<file path="config.mk">
export PLATFORM = sky130hd
export DESIGN_NAME = modbus_pressure_reply_receiver_unit
export DESIGN_NICKNAME = d
export VERILOG_FILES = /design/src/rtl/mprr_pkg.sv /design/src/rtl/mprr_frame.sv /design/src/rtl/mprr_conv.sv /design/src/rtl/mprr_out_buf.sv /design/src/rtl/modbus_pressure_reply_receiver_unit.sv
export SDC_FILE = /design/constraint.sdc
export NUM_CORES = 1
export LEC_CHECK = 0
export ABC_AREA = 0
export BUFFER_PORTS_ARGS = -buffer_cell sky130_fd_sc_hd__buf_2
export CAP_MARGIN = 20
export CORE_MARGIN = 4
export CORE_UTILIZATION = 30
export CTS_CLUSTER_DIAMETER = 120
export DETAILED_ROUTE_END_ITERATION = 10
export GPL_TIMING_DRIVEN = 0
export HOLD_SLACK_MARGIN = 0.15
export PLACE_DENSITY_LB_ADDON = 0.12
export SYNTH_ARGS = -nofsm -noshare
export SYNTH_HDL_FRONTEND = slang
export SYNTH_HIERARCHICAL = 1
export SYNTH_SLANG_ARGS = --single-unit
</file>
<file path="constraint.sdc">
create_clock -name clk -period 8.3 [get_ports clk]
set_input_delay 0.83 -clock clk [delete_from_list [all_inputs] [get_ports clk]]
set_output_delay 0.83 -clock clk [all_outputs]
set_load 0.1 [all_outputs]
</file>
<file path="src/rtl/mprr_pkg.sv">
// shared types, constants and the crc byte function for the modbus pressure reply receiver
`timescale 1ns / 1ps

package mprr_pkg;

  localparam int FRAME_BYTES = 7;

  localparam logic [15:0] CRC_SEED = 16'hFFFF;
  localparam logic [15:0] CRC_POLY = 16'hA001;
  localparam logic [7:0]  FUNC_READ = 8'h03;
  localparam logic [7:0]  COUNT_TWO = 8'h02;

  localparam logic [2:0] ERR_OK    = 3'd0;
  localparam logic [2:0] ERR_CRC   = 3'd1;
  localparam logic [2:0] ERR_ADDR  = 3'd2;
  localparam logic [2:0] ERR_FUNC  = 3'd3;
  localparam logic [2:0] ERR_COUNT = 3'd4;

  localparam logic [1:0] FAULT_NONE  = 2'd0;
  localparam logic [1:0] FAULT_ADDR  = 2'd1;
  localparam logic [1:0] FAULT_FUNC  = 2'd2;
  localparam logic [1:0] FAULT_COUNT = 2'd3;

  localparam int CFG_SLAVE_ADDRESS = 0;
  localparam int CFG_CALIBRATION   = 1;

  localparam logic [7:0]         SLAVE_ADDRESS_RESET = 8'd1;
  localparam logic signed [10:0] CALIBRATION_RESET   = 11'sd0;
  localparam logic signed [21:0] PRESSURE_RESET      = 22'sd194560;
  localparam logic signed [22:0] PRESSURE_LOW        = -23'sd264704;
  localparam logic signed [22:0] PRESSURE_HIGH       = 23'sd1517824;

  localparam logic [15:0] RAW_ZERO_SUBST = 16'd10000;
  localparam logic signed [11:0] CAL_BIAS = 12'sd10;

  // 389120 / 20265 reduced to 77824 / 4053, applied as a scaled reciprocal
  localparam longint unsigned CONV_NUM  = 77824;
  localparam longint unsigned CONV_DEN  = 4053;
  localparam int              FRAC_BITS = 28;
  localparam longint unsigned RECIP_FULL = ((CONV_NUM << FRAC_BITS) + CONV_DEN - 1) / CONV_DEN;
  localparam logic [32:0]     RECIP = RECIP_FULL[32:0];
  // fraction bits at or above this place mean the division left a remainder
  localparam int              REM_LSB = 16;

  typedef struct packed {
    logic        done;
    logic [2:0]  err;
    logic [15:0] raw;
  } frame_res_t;

  typedef struct packed {
    logic [2:0]         err;
    logic [15:0]        raw;
    logic signed [21:0] pressure;
  } out_item_t;

  function automatic logic [15:0] crc16_byte(input logic [15:0] crc_in, input logic [7:0] data);
    logic [15:0] c;
    c = crc_in ^ {8'h00, data};
    for (int k = 0; k < 8; k++) begin
      c = c[0] ? ((c >> 1) ^ CRC_POLY) : (c >> 1);
    end
    return c;
  endfunction

endpackage

</file>
<file path="src/rtl/mprr_frame.sv">
// frame tracker: byte position, crc, header checks and value word capture
`timescale 1ns / 1ps

module mprr_frame (
  input  logic                clk,
  input  logic                rst_n,
  input  logic                in_fire,
  input  logic [7:0]          rx_byte,
  input  logic                frame_start,
  input  logic [7:0]          slave_address,
  output logic [15:0]         value_word,
  output mprr_pkg::frame_res_t res
);
  import mprr_pkg::*;

  localparam logic [2:0] POS_ADDR   = 3'd0;
  localparam logic [2:0] POS_FUNC   = 3'd1;
  localparam logic [2:0] POS_COUNT  = 3'd2;
  localparam logic [2:0] POS_VAL_HI = 3'd3;
  localparam logic [2:0] POS_VAL_LO = 3'd4;
  localparam logic [2:0] POS_CRC_LO = 3'd5;
  localparam logic [2:0] POS_CRC_HI = 3'(FRAME_BYTES - 1);
  localparam logic [2:0] POS_IDLE   = 3'(FRAME_BYTES);

  logic [2:0]  pos_r, pos_nxt, pos_e;
  logic [15:0] crc_r, crc_nxt, crc_e;
  logic [1:0]  fault_r, fault_nxt, fault_e;
  logic [15:0] value_r, value_nxt, value_e;
  logic [7:0]  crc_lo_r, crc_lo_nxt, crc_lo_e;

  always_ff @(posedge clk) begin
    if (!rst_n) begin
      pos_r    <= POS_ADDR;
      crc_r    <= CRC_SEED;
      fault_r  <= FAULT_NONE;
      value_r  <= '0;
      crc_lo_r <= '0;
    end else begin
      pos_r    <= pos_nxt;
      crc_r    <= crc_nxt;
      fault_r  <= fault_nxt;
      value_r  <= value_nxt;
      crc_lo_r <= crc_lo_nxt;
    end
  end

  always_comb begin
    pos_e    = frame_start ? POS_ADDR : pos_r;
    crc_e    = frame_start ? CRC_SEED : crc_r;
    fault_e  = frame_start ? FAULT_NONE : fault_r;
    value_e  = frame_start ? 16'h0000 : value_r;
    crc_lo_e = frame_start ? 8'h00 : crc_lo_r;

    pos_nxt    = pos_r;
    crc_nxt    = crc_r;
    fault_nxt  = fault_r;
    value_nxt  = value_r;
    crc_lo_nxt = crc_lo_r;
    res        = '0;

    if (in_fire) begin
      pos_nxt    = pos_e;
      crc_nxt    = crc_e;
      fault_nxt  = fault_e;
      value_nxt  = value_e;
      crc_lo_nxt = crc_lo_e;
      if (pos_e < POS_IDLE) begin
        if (pos_e <= POS_VAL_LO) begin
          crc_nxt = crc16_byte(crc_e, rx_byte);
        end
        case (pos_e)
          POS_ADDR: begin
            if (rx_byte != slave_address && fault_e == FAULT_NONE) fault_nxt = FAULT_ADDR;
          end
          POS_FUNC: begin
            if (rx_byte != FUNC_READ && fault_e == FAULT_NONE) fault_nxt = FAULT_FUNC;
          end
          POS_COUNT: begin
            if (rx_byte != COUNT_TWO && fault_e == FAULT_NONE) fault_nxt = FAULT_COUNT;
          end
          POS_VAL_HI: value_nxt = {rx_byte, 8'h00};
          POS_VAL_LO: value_nxt = {value_e[15:8], rx_byte};
          POS_CRC_LO: crc_lo_nxt = rx_byte;
          default: ;
        endcase
        if (pos_e == POS_CRC_HI) begin
          res.done = 1'b1;
          res.raw  = value_e;
          if ({rx_byte, crc_lo_e} != crc_e) begin
            res.err = ERR_CRC;
          end else begin
            case (fault_e)
              FAULT_ADDR:  res.err = ERR_ADDR;
              FAULT_FUNC:  res.err = ERR_FUNC;
              FAULT_COUNT: res.err = ERR_COUNT;
              default:     res.err = ERR_OK;
            endcase
          end
          pos_nxt = POS_IDLE;
        end else begin
          pos_nxt = pos_e + 3'd1;
        end
      end
    end
  end

  assign value_word = value_r;

endmodule

</file>
<file path="src/rtl/mprr_conv.sv">
// raw word to q8 pressure conversion with calibration, saturation and last good hold
`timescale 1ns / 1ps

module mprr_conv (
  input  logic               clk,
  input  logic               rst_n,
  input  logic [15:0]        value_word,
  input  logic signed [10:0] calibration,
  input  logic               load,
  input  logic               ok,
  output logic signed [21:0] pressure
);
  import mprr_pkg::*;

  logic [15:0]        r_eff;
  logic [48:0]        prod_r;
  logic [20:0]        quot;
  logic               rem_nz;
  logic signed [11:0] cal_adj;
  logic signed [22:0] offset;
  logic signed [22:0] sum;
  logic signed [22:0] sum_adj;
  logic signed [21:0] sat;
  logic signed [21:0] last_r, last_nxt;

  assign r_eff = (value_word == 16'h0000) ? RAW_ZERO_SUBST : value_word;

  // value word settles two items before the frame ends, so the product is ready in time
  always_ff @(posedge clk) begin
    prod_r <= {33'h0, r_eff} * {16'h0, RECIP};
  end

  always_comb begin
    quot    = prod_r[48:FRAC_BITS];
    rem_nz  = |prod_r[FRAC_BITS-1:REM_LSB];
    cal_adj = 12'(calibration) - CAL_BIAS;
    offset  = 23'(cal_adj) <<< 8;
    sum     = $signed({2'b00, quot}) + offset;
    // truncation toward zero rounds a negative inexact quotient up
    sum_adj = (sum < 0 && rem_nz) ? sum + 23'sd1 : sum;
    if (sum_adj < PRESSURE_LOW) begin
      sat = PRESSURE_LOW[21:0];
    end else if (sum_adj > PRESSURE_HIGH) begin
      sat = PRESSURE_HIGH[21:0];
    end else begin
      sat = sum_adj[21:0];
    end
    last_nxt = (load && ok) ? sat : last_r;
    pressure = ok ? sat : last_r;
  end

  always_ff @(posedge clk) begin
    if (!rst_n) begin
      last_r <= PRESSURE_RESET;
    end else begin
      last_r <= last_nxt;
    end
  end

endmodule

</file>
<file path="src/rtl/mprr_out_buf.sv">
// two-entry result buffer: output register plus skid register
`timescale 1ns / 1ps

module mprr_out_buf (
  input  logic                 clk,
  input  logic                 rst_n,
  input  logic                 push,
  input  mprr_pkg::out_item_t  push_item,
  output logic                 ready,
  output logic                 out_valid,
  input  logic                 out_ready,
  output mprr_pkg::out_item_t  out_item
);
  import mprr_pkg::*;

  logic      out_valid_r, out_valid_nxt;
  logic      skid_valid_r, skid_valid_nxt;
  out_item_t out_item_r, out_item_nxt;
  out_item_t skid_item_r, skid_item_nxt;
  logic      pop;

  assign pop   = out_valid_r && out_ready;
  assign ready = !skid_valid_r;

  always_comb begin
    out_valid_nxt  = out_valid_r;
    skid_valid_nxt = skid_valid_r;
    out_item_nxt   = out_item_r;
    skid_item_nxt  = skid_item_r;
    if (skid_valid_r) begin
      if (pop) begin
        out_item_nxt   = skid_item_r;
        skid_valid_nxt = 1'b0;
      end
    end else if (push) begin
      if (!out_valid_r || pop) begin
        out_item_nxt  = push_item;
        out_valid_nxt = 1'b1;
      end else begin
        skid_item_nxt  = push_item;
        skid_valid_nxt = 1'b1;
      end
    end else if (pop) begin
      out_valid_nxt = 1'b0;
    end
  end

  always_ff @(posedge clk) begin
    if (!rst_n) begin
      out_valid_r  <= 1'b0;
      skid_valid_r <= 1'b0;
    end else begin
      out_valid_r  <= out_valid_nxt;
      skid_valid_r <= skid_valid_nxt;
    end
  end

  always_ff @(posedge clk) begin
    out_item_r  <= out_item_nxt;
    skid_item_r <= skid_item_nxt;
  end

  assign out_valid = out_valid_r;
  assign out_item  = out_item_r;

endmodule

</file>
<file path="src/rtl/modbus_pressure_reply_receiver_unit.sv">
// top level: modbus rtu read reply receiver with crc check and pressure conversion
// result: a frame's result enters the output buffer as its seventh byte is taken
// throughput: one byte per cycle; the result buffer holds two items, so input stalls
//   only while both are waiting; the conversion multiply runs on the value word
//   during the two crc bytes
// reset: synchronous active-low; clears the frame, sets registers to their defaults
//   and the held pressure to 760.0; no clearing pass
`timescale 1ns / 1ps

module modbus_pressure_reply_receiver_unit (
  input  logic        clk,
  input  logic        rst_n,
  input  logic        in_tvalid,
  output logic        in_tready,
  input  logic [7:0]  in_tdata,   // rx_byte
  input  logic        in_tuser,   // frame_start
  output logic        out_tvalid,
  input  logic        out_tready,
  output logic [47:0] out_tdata,  // error_code, raw_value, pressure_q8, zero fill
  input  logic        cfg_we,
  input  logic        cfg_index,
  input  logic [10:0] cfg_wdata
);
  import mprr_pkg::*;

  logic [7:0]         slave_address_r;
  logic signed [10:0] calibration_r;
  logic               in_fire;
  logic [15:0]        value_word;
  frame_res_t         res;
  logic               push;
  logic               ok;
  logic signed [21:0] pressure;
  out_item_t          push_item;
  out_item_t          out_item;

  always_ff @(posedge clk) begin
    if (!rst_n) begin
      slave_address_r <= SLAVE_ADDRESS_RESET;
      calibration_r   <= CALIBRATION_RESET;
    end else if (cfg_we) begin
      case (int'(cfg_index))
        CFG_SLAVE_ADDRESS: slave_address_r <= cfg_wdata[7:0];
        CFG_CALIBRATION:   calibration_r   <= $signed(cfg_wdata);
        default: ;
      endcase
    end
  end

  assign in_fire = in_tvalid && in_tready;

  mprr_frame u_frame (
    .clk           (clk),
    .rst_n         (rst_n),
    .in_fire       (in_fire),
    .rx_byte       (in_tdata),
    .frame_start   (in_tuser),
    .slave_address (slave_address_r),
    .value_word    (value_word),
    .res           (res)
  );

  assign push = res.done;
  assign ok   = (res.err == ERR_OK);

  mprr_conv u_conv (
    .clk         (clk),
    .rst_n       (rst_n),
    .value_word  (value_word),
    .calibration (calibration_r),
    .load        (push),
    .ok          (ok),
    .pressure    (pressure)
  );

  always_comb begin
    push_item.err      = res.err;
    push_item.raw      = res.raw;
    push_item.pressure = pressure;
  end

  mprr_out_buf u_out_buf (
    .clk       (clk),
    .rst_n     (rst_n),
    .push      (push),
    .push_item (push_item),
    .ready     (in_tready),
    .out_valid (out_tvalid),
    .out_ready (out_tready),
    .out_item  (out_item)
  );

  assign out_tdata = {7'h00, out_item.pressure, out_item.raw, out_item.err};

endmodule

</file>
# == Yosys cells after proc, flatten, opt, wreduce, memory -nomap -nowiden ==
# Index checks and enable logic that the tools add are counted.
# totals
reg_bits,217
input_bits,26
word_cells,124
# op_classes
addsub,4
n_mul,1
order_cmp,5
n_eq_ne,15
n_mux,47
n_bitwise,12
reduce_logical,23
# ops
cell,count
16-bit two-way mux,14
41-bit two-way mux,4
22-bit two-way mux,3
20-bit two-way mux,3
16-bit by 31-bit multiplier with 47-bit output (second input constant),1
16-bit case mux with 2 select lines,1
8-bit two-way mux,3
2-bit inverter with 3-bit output,8
22-bit by 20-bit adder with 23-bit output,1
23-bit by 2-bit adder with 23-bit output (second input constant),1
23-bit by 22-bit greater-than comparator with 1-bit output (second input constant),1
23-bit by 1-bit less-than comparator with 1-bit output (second input constant),1
23-bit by 20-bit less-than comparator with 1-bit output (second input constant),1
23-bit two-way mux,1
16-bit zero test,1
16-bit inequality test,1
8-bit by 2-bit inequality test with 1-bit output (second input constant),2
16-bit by 8-bit bitwise XOR with 16-bit output,1
3-bit two-way mux,4
12-bit OR reduction,1
11-bit by 5-bit subtractor with 12-bit output (second input constant),1
2-bit two-way mux,5
3-bit == test (second input constant),3
3-bit case mux with 3 select lines,1
other kinds (21),44

# == Longest topological paths before layout ==
# depth
ltp_word,20
ltp_mapped,30

# == By module ==
# Netlist, hierarchy kept.
# modules_own_cells
module,n_inst,cells_each,area_each_um2,seq_area_each_um2
mprr_conv,1,1333,12160.4,1101.1
mprr_out_buf,1,142,3238.1,2502.4
mprr_frame,1,337,2723.9,900.9
modbus_pressure_reply_receiver_unit,1,86,810.8,380.4

# == Worst setup path before layout ==
# OpenSTA, ideal clock, no wires.
# synth_timing
path_type,reg-to-reg
from,register u_frame.value_r[15] (netlist: u_frame/value_word[15])
to,register u_conv.prod_r[48]
setup_time_ps,120
arrival_ps,7183
required_ps,8180
path_slack_ps,997
path_stages_with_launch,31
n_path_buf,1
period_less_slack_ps,7303
path_cell_list,dfxtp_1 > inv_1 > ha_1 > nand2_1 > nor2_1 > nand4_1 > clkbuf_1 > nor2b_1 > inv_1 > ha_1 > fa_1 > inv_1 > fa_1 > fa_1 > inv_1 > fa_1 > inv_1 > fa_1 > inv_1 > ha_1 > a21o_1 > a21oi_1 > a221o_1 > a21oi_1 > nor4_1 > o31a_1 > o311a_1 > o21ai_0 > a21oi_1 > o21bai_1 > xnor2_1
# synth_between
elab_chain_cells,3
# synth_lines
element,line_no,text
start: declaration,mprr_frame.sv:28,"logic [15:0] value_r, value_nxt, value_e;"
start signal: assignment,mprr_frame.sv:42,value_r <= value_nxt;
16-bit zero test,mprr_conv.sv:26,assign r_eff = (value_word == 16'h0000) ? RAW_ZERO_SUBST : value_word;
16-bit two-way mux (*),mprr_conv.sv:26,
16-bit by 31-bit multiplier with 47-bit output (*),mprr_conv.sv:30,"prod_r <= {33'h0, r_eff} * {16'h0, RECIP};"
end signal: assignment,mprr_conv.sv:30,
end: declaration,mprr_conv.sv:16,logic [48:0] prod_r;
# Mark *: on every way between the ends. The rest lies on a longest branch, timed or not.
# A chain may end at the register's enable or synchronous reset.

# == Final worst setup path ==
# layout_timing
from,register u_frame.value_r[14] (netlist: u_frame/value_word[14])
to,register u_conv.prod_r[48]
# The elaborated chain is that of the path after synthesis.

==> results_dict.tcl <==
set metrics [dict create \
    ir_worst_vdd_uv 144 \
    rr_endpoint "u_conv/prod_r[48]" \
    htree_levels 1 \
    wl_um 51100 \
    die-height_um 259 \
    p_leak_nw 9.61 \
    ys_async_sr_fraction 0 \
    die_area_mm2 0.0672 \
    ios 76 \
    start_util 0.305 \
    synth.most_common_cell "inv_1" \
    synth_edf_count 82 \
    critPathLaunchType "flop" \
    final_nets 2402 \
    drt_pass1_iterations 5 \
    period_share 0.944 \
    p_per_area_mw_per_mm2 169 \
    setup_viol 0 \
    drc 0 \
    maxCapViolCount 0 \
    port_buffers 61 \
    netlist_area_mm2 0.0189 \
    holdPathEnd "u_conv/last_r[3]" \
    core-area_mm2 0.0621 \
    grt_pass1_wl_um 80900 \
    avgSynthCellArea_um2 9.98 \
    cp_data_arrival_time_ns 8.30 \
    yosysTopAreaCellShare 0.186 \
    netlist_instances 1898 \
    synth_top_flop_cell "dfxtp_1" \
    rows 91 \
    via_per_inst 4.76 \
    place_ws_ns -0.819 \
    slew_viol_final 0 \
    clk_pin_slew_ns 0.06 \
    routedWlPerCell_um 17.9 \
    cts_tree "yes" \
    holdCritStartpoint "u_conv/last_r[3]" \
    final_hold_viol_count 0 \
    worstHoldPathType "flop to flop" \
    synthDistinctLibCells 98 \
    dr.first_iter.drc_count 696 \
    syn2layout_area_growth_pct 12.6 \
    overflow 0 \
    grt_antenna_before_repair 0 \
    fin_ws_ns 0.461 \
    timing.setup.tns_ns 0 \
    grt_use_total 0.153 \
    die_w_um 259 \
    reg2reg_slack_ns 0.46 \
    place_hpwl_um 42300 \
    cts_setup_buffers 0 \
    worst_pin_slew_ns 0.896 \
    synth-seq-cells 203 \
    synth.top_cells.by_area "fa_1, ha_1, edfxtp_1, dfxtp_1, inv_1" \
    required_ns 8.76 \
    slew-limit-headroom 0.397 \
    critPathSlowestCell "fa_1" \
    synth_warnings 6 \
    place_congestion 0.862 \
    layout_min_cycle_time_ns 7.84 \
    synth_seq_area_share 0.258 \
    fmax_ghz 0.128 \
    critPathKind "flop to flop" \
    root_buffer "clkbuf_16" \
    grt_max_degree 40 \
    r2r_cells 30 \
    yosysTopAreaCell "fa_1" \
    numCtsBuffers 27 \
    clk_latency_ns 0.57 \
    grt_pass1_vias 13900 \
    cp-end-kind "flop" \
    status "completed" \
    holdPathStages 1 \
    cts.sinks 203 \
    synth_commonest_cells "inv_1, ha_1, fa_1" \
    vias 13600 \
    cp_max_fo 10 \
    ant_nets 0 \
    clockBufferDepth 3 \
    crit_path_max_incr_delay_ns 0.63 \
    drive_gt1_frac 0.128 \
    cts_hold_repair.buffers 0 \
    rr_startpoint "u_frame/value_word[14]" \
    clock_skew_ns 0.0166 \
]
[cell families after synthesis]
family	Yosys count	synth area share
buffers and inverters	408	0.0899
and+or+nand+nor	404	0.111
adders and majority gates	377	0.319
AOI/OAI and AO/OA	318	0.121
DFF	203	0.258
xor gates and xnor gates	123	0.0569
muxes	64	0.0443
other	1	0.000198
[sequential cells by signal, summed over array words and instances (netlist names), 11 cells and up]
| register | cells |
|---|---|
| u_out_buf/skid_item_r | 41 |
| u_conv/prod_r | 33 |
| u_conv/last_r | 22 |
| u_out_buf/out_item | 41 |
| u_frame/value_word | 16 |
| u_frame/crc_r | 16 |
| calibration_r | 11 |
[layer usage]
layer / GRT usage / vias to the layer above / wire length (µm)
li1: - / 6616 / -
met1: 0.229 / 6696 / 25500
met2: 0.237 / 246 / 22400
met3: 0.0193 / 44 / 2200
met4: 0.0322 / 0 / 1010
met5: 0 / - / 0
[critical path, delay by kind of cell (launching register included)]
kind                     cells  cell delay [ns]
adder cells (fa/ha/maj)      8             3.70
AND/OR/NAND/NOR              5             0.64
AO/OA/AOI/OAI                9             2.09
XOR/XNOR                     1             0.08
buffers and inverters        7             0.73
flip-flops                   1             0.46
[worst max path at each step]
stage,start,end,slack (ns),cells after the start
final,u_frame/value_word[14],u_conv/prod_r[48],0.46,30
after global routing,u_frame/value_word[14],u_conv/prod_r[48],-0.02,29
after CTS,u_frame/value_word[14],u_conv/prod_r[42],0.03,28
after detailed placement,u_frame/value_word[14],u_conv/prod_r[48],-0.82,30
after global placement,u_frame/value_word[14],u_conv/prod_r[48],-0.71,30
after floorplan,u_frame/value_word[15],u_conv/prod_r[48],1.0,30
[metrics by stage]
stage / area, µm² / util / total power, mW / hold slack (ns) / cells
after global routing: 21300 / 0.343 / 3.84 / 0.468 / 2857
after floorplan: 19000 / - / 2.13 / 0.440 / 1904
after detailed placement: 20400 / 0.328 / 2.49 / 0.458 / 2807
final: 21300 / 0.344 / 3.61 / 0.469 / 2858
after global placement: 20300 / 0.327 / 2.48 / 0.450 / 2802
after CTS: 21300 / 0.343 / 3.66 / 0.471 / 2857
[power breakdown]
part           switching, mW  total, mW  internal, mW
registers             0.0438       1.17          1.12
clock network          0.476       1.14         0.664
logic                  0.798       1.30         0.504
total                   1.32       3.61          2.29
[placed cells by master (no fill, tap or decap), types with 11 or more instances in the layout]
| cell | count |
|---|---|
| inv_1 | 332 |
| ha_1 | 201 |
| fa_1 | 176 |
| dfxtp_1 | 117 |
| nand2_1 | 110 |
| nor2_1 | 88 |
| edfxtp_1 | 82 |
| buf_2 | 78 |
| xnor2_1 | 73 |
| a21oi_1 | 54 |
| o21ai_0 | 51 |
| xor2_1 | 50 |
| mux2_4 | 38 |
| clkbuf_1 | 36 |
| and3_1 | 30 |
| a22oi_1 | 29 |
| nor3_1 | 27 |
| clkbuf_16 | 27 |
| a21o_1 | 24 |
| nand4_1 | 20 |
| mux2i_1 | 19 |
| o211ai_1 | 18 |
| a31oi_1 | 17 |
| nand3_1 | 17 |
| nand2b_1 | 14 |
| buf_4 | 13 |
| nor4_1 | 13 |
| o22ai_1 | 13 |
| and2_1 | 11 |
| o21a_1 | 11 |
| nor2b_1 | 11 |
[area by class of cell]
type / count / area [µm²]
fill: 6300 / 40700
multi-input combinational: 1293 / 12400
sequential: 203 / 4890
inverter: 334 / 1250
tap: 837 / 1050
clock buffer: 35 / 736
buffer: 74 / 452
timing repair buffer: 66 / 363
clock inverter: 15 / 138
antenna: 1 / 2.50
[what timing repair did]
| item | CTS | global route |
|---|---|---|
| pin swaps | 0 | 1 |
| setup endpoints to repair | 15 | 12 |
| gates resized for setup | 10 | 12 |
| endpoints found under the hold margin | 0 | 0 |
Power figures use the tool's default switching activity.
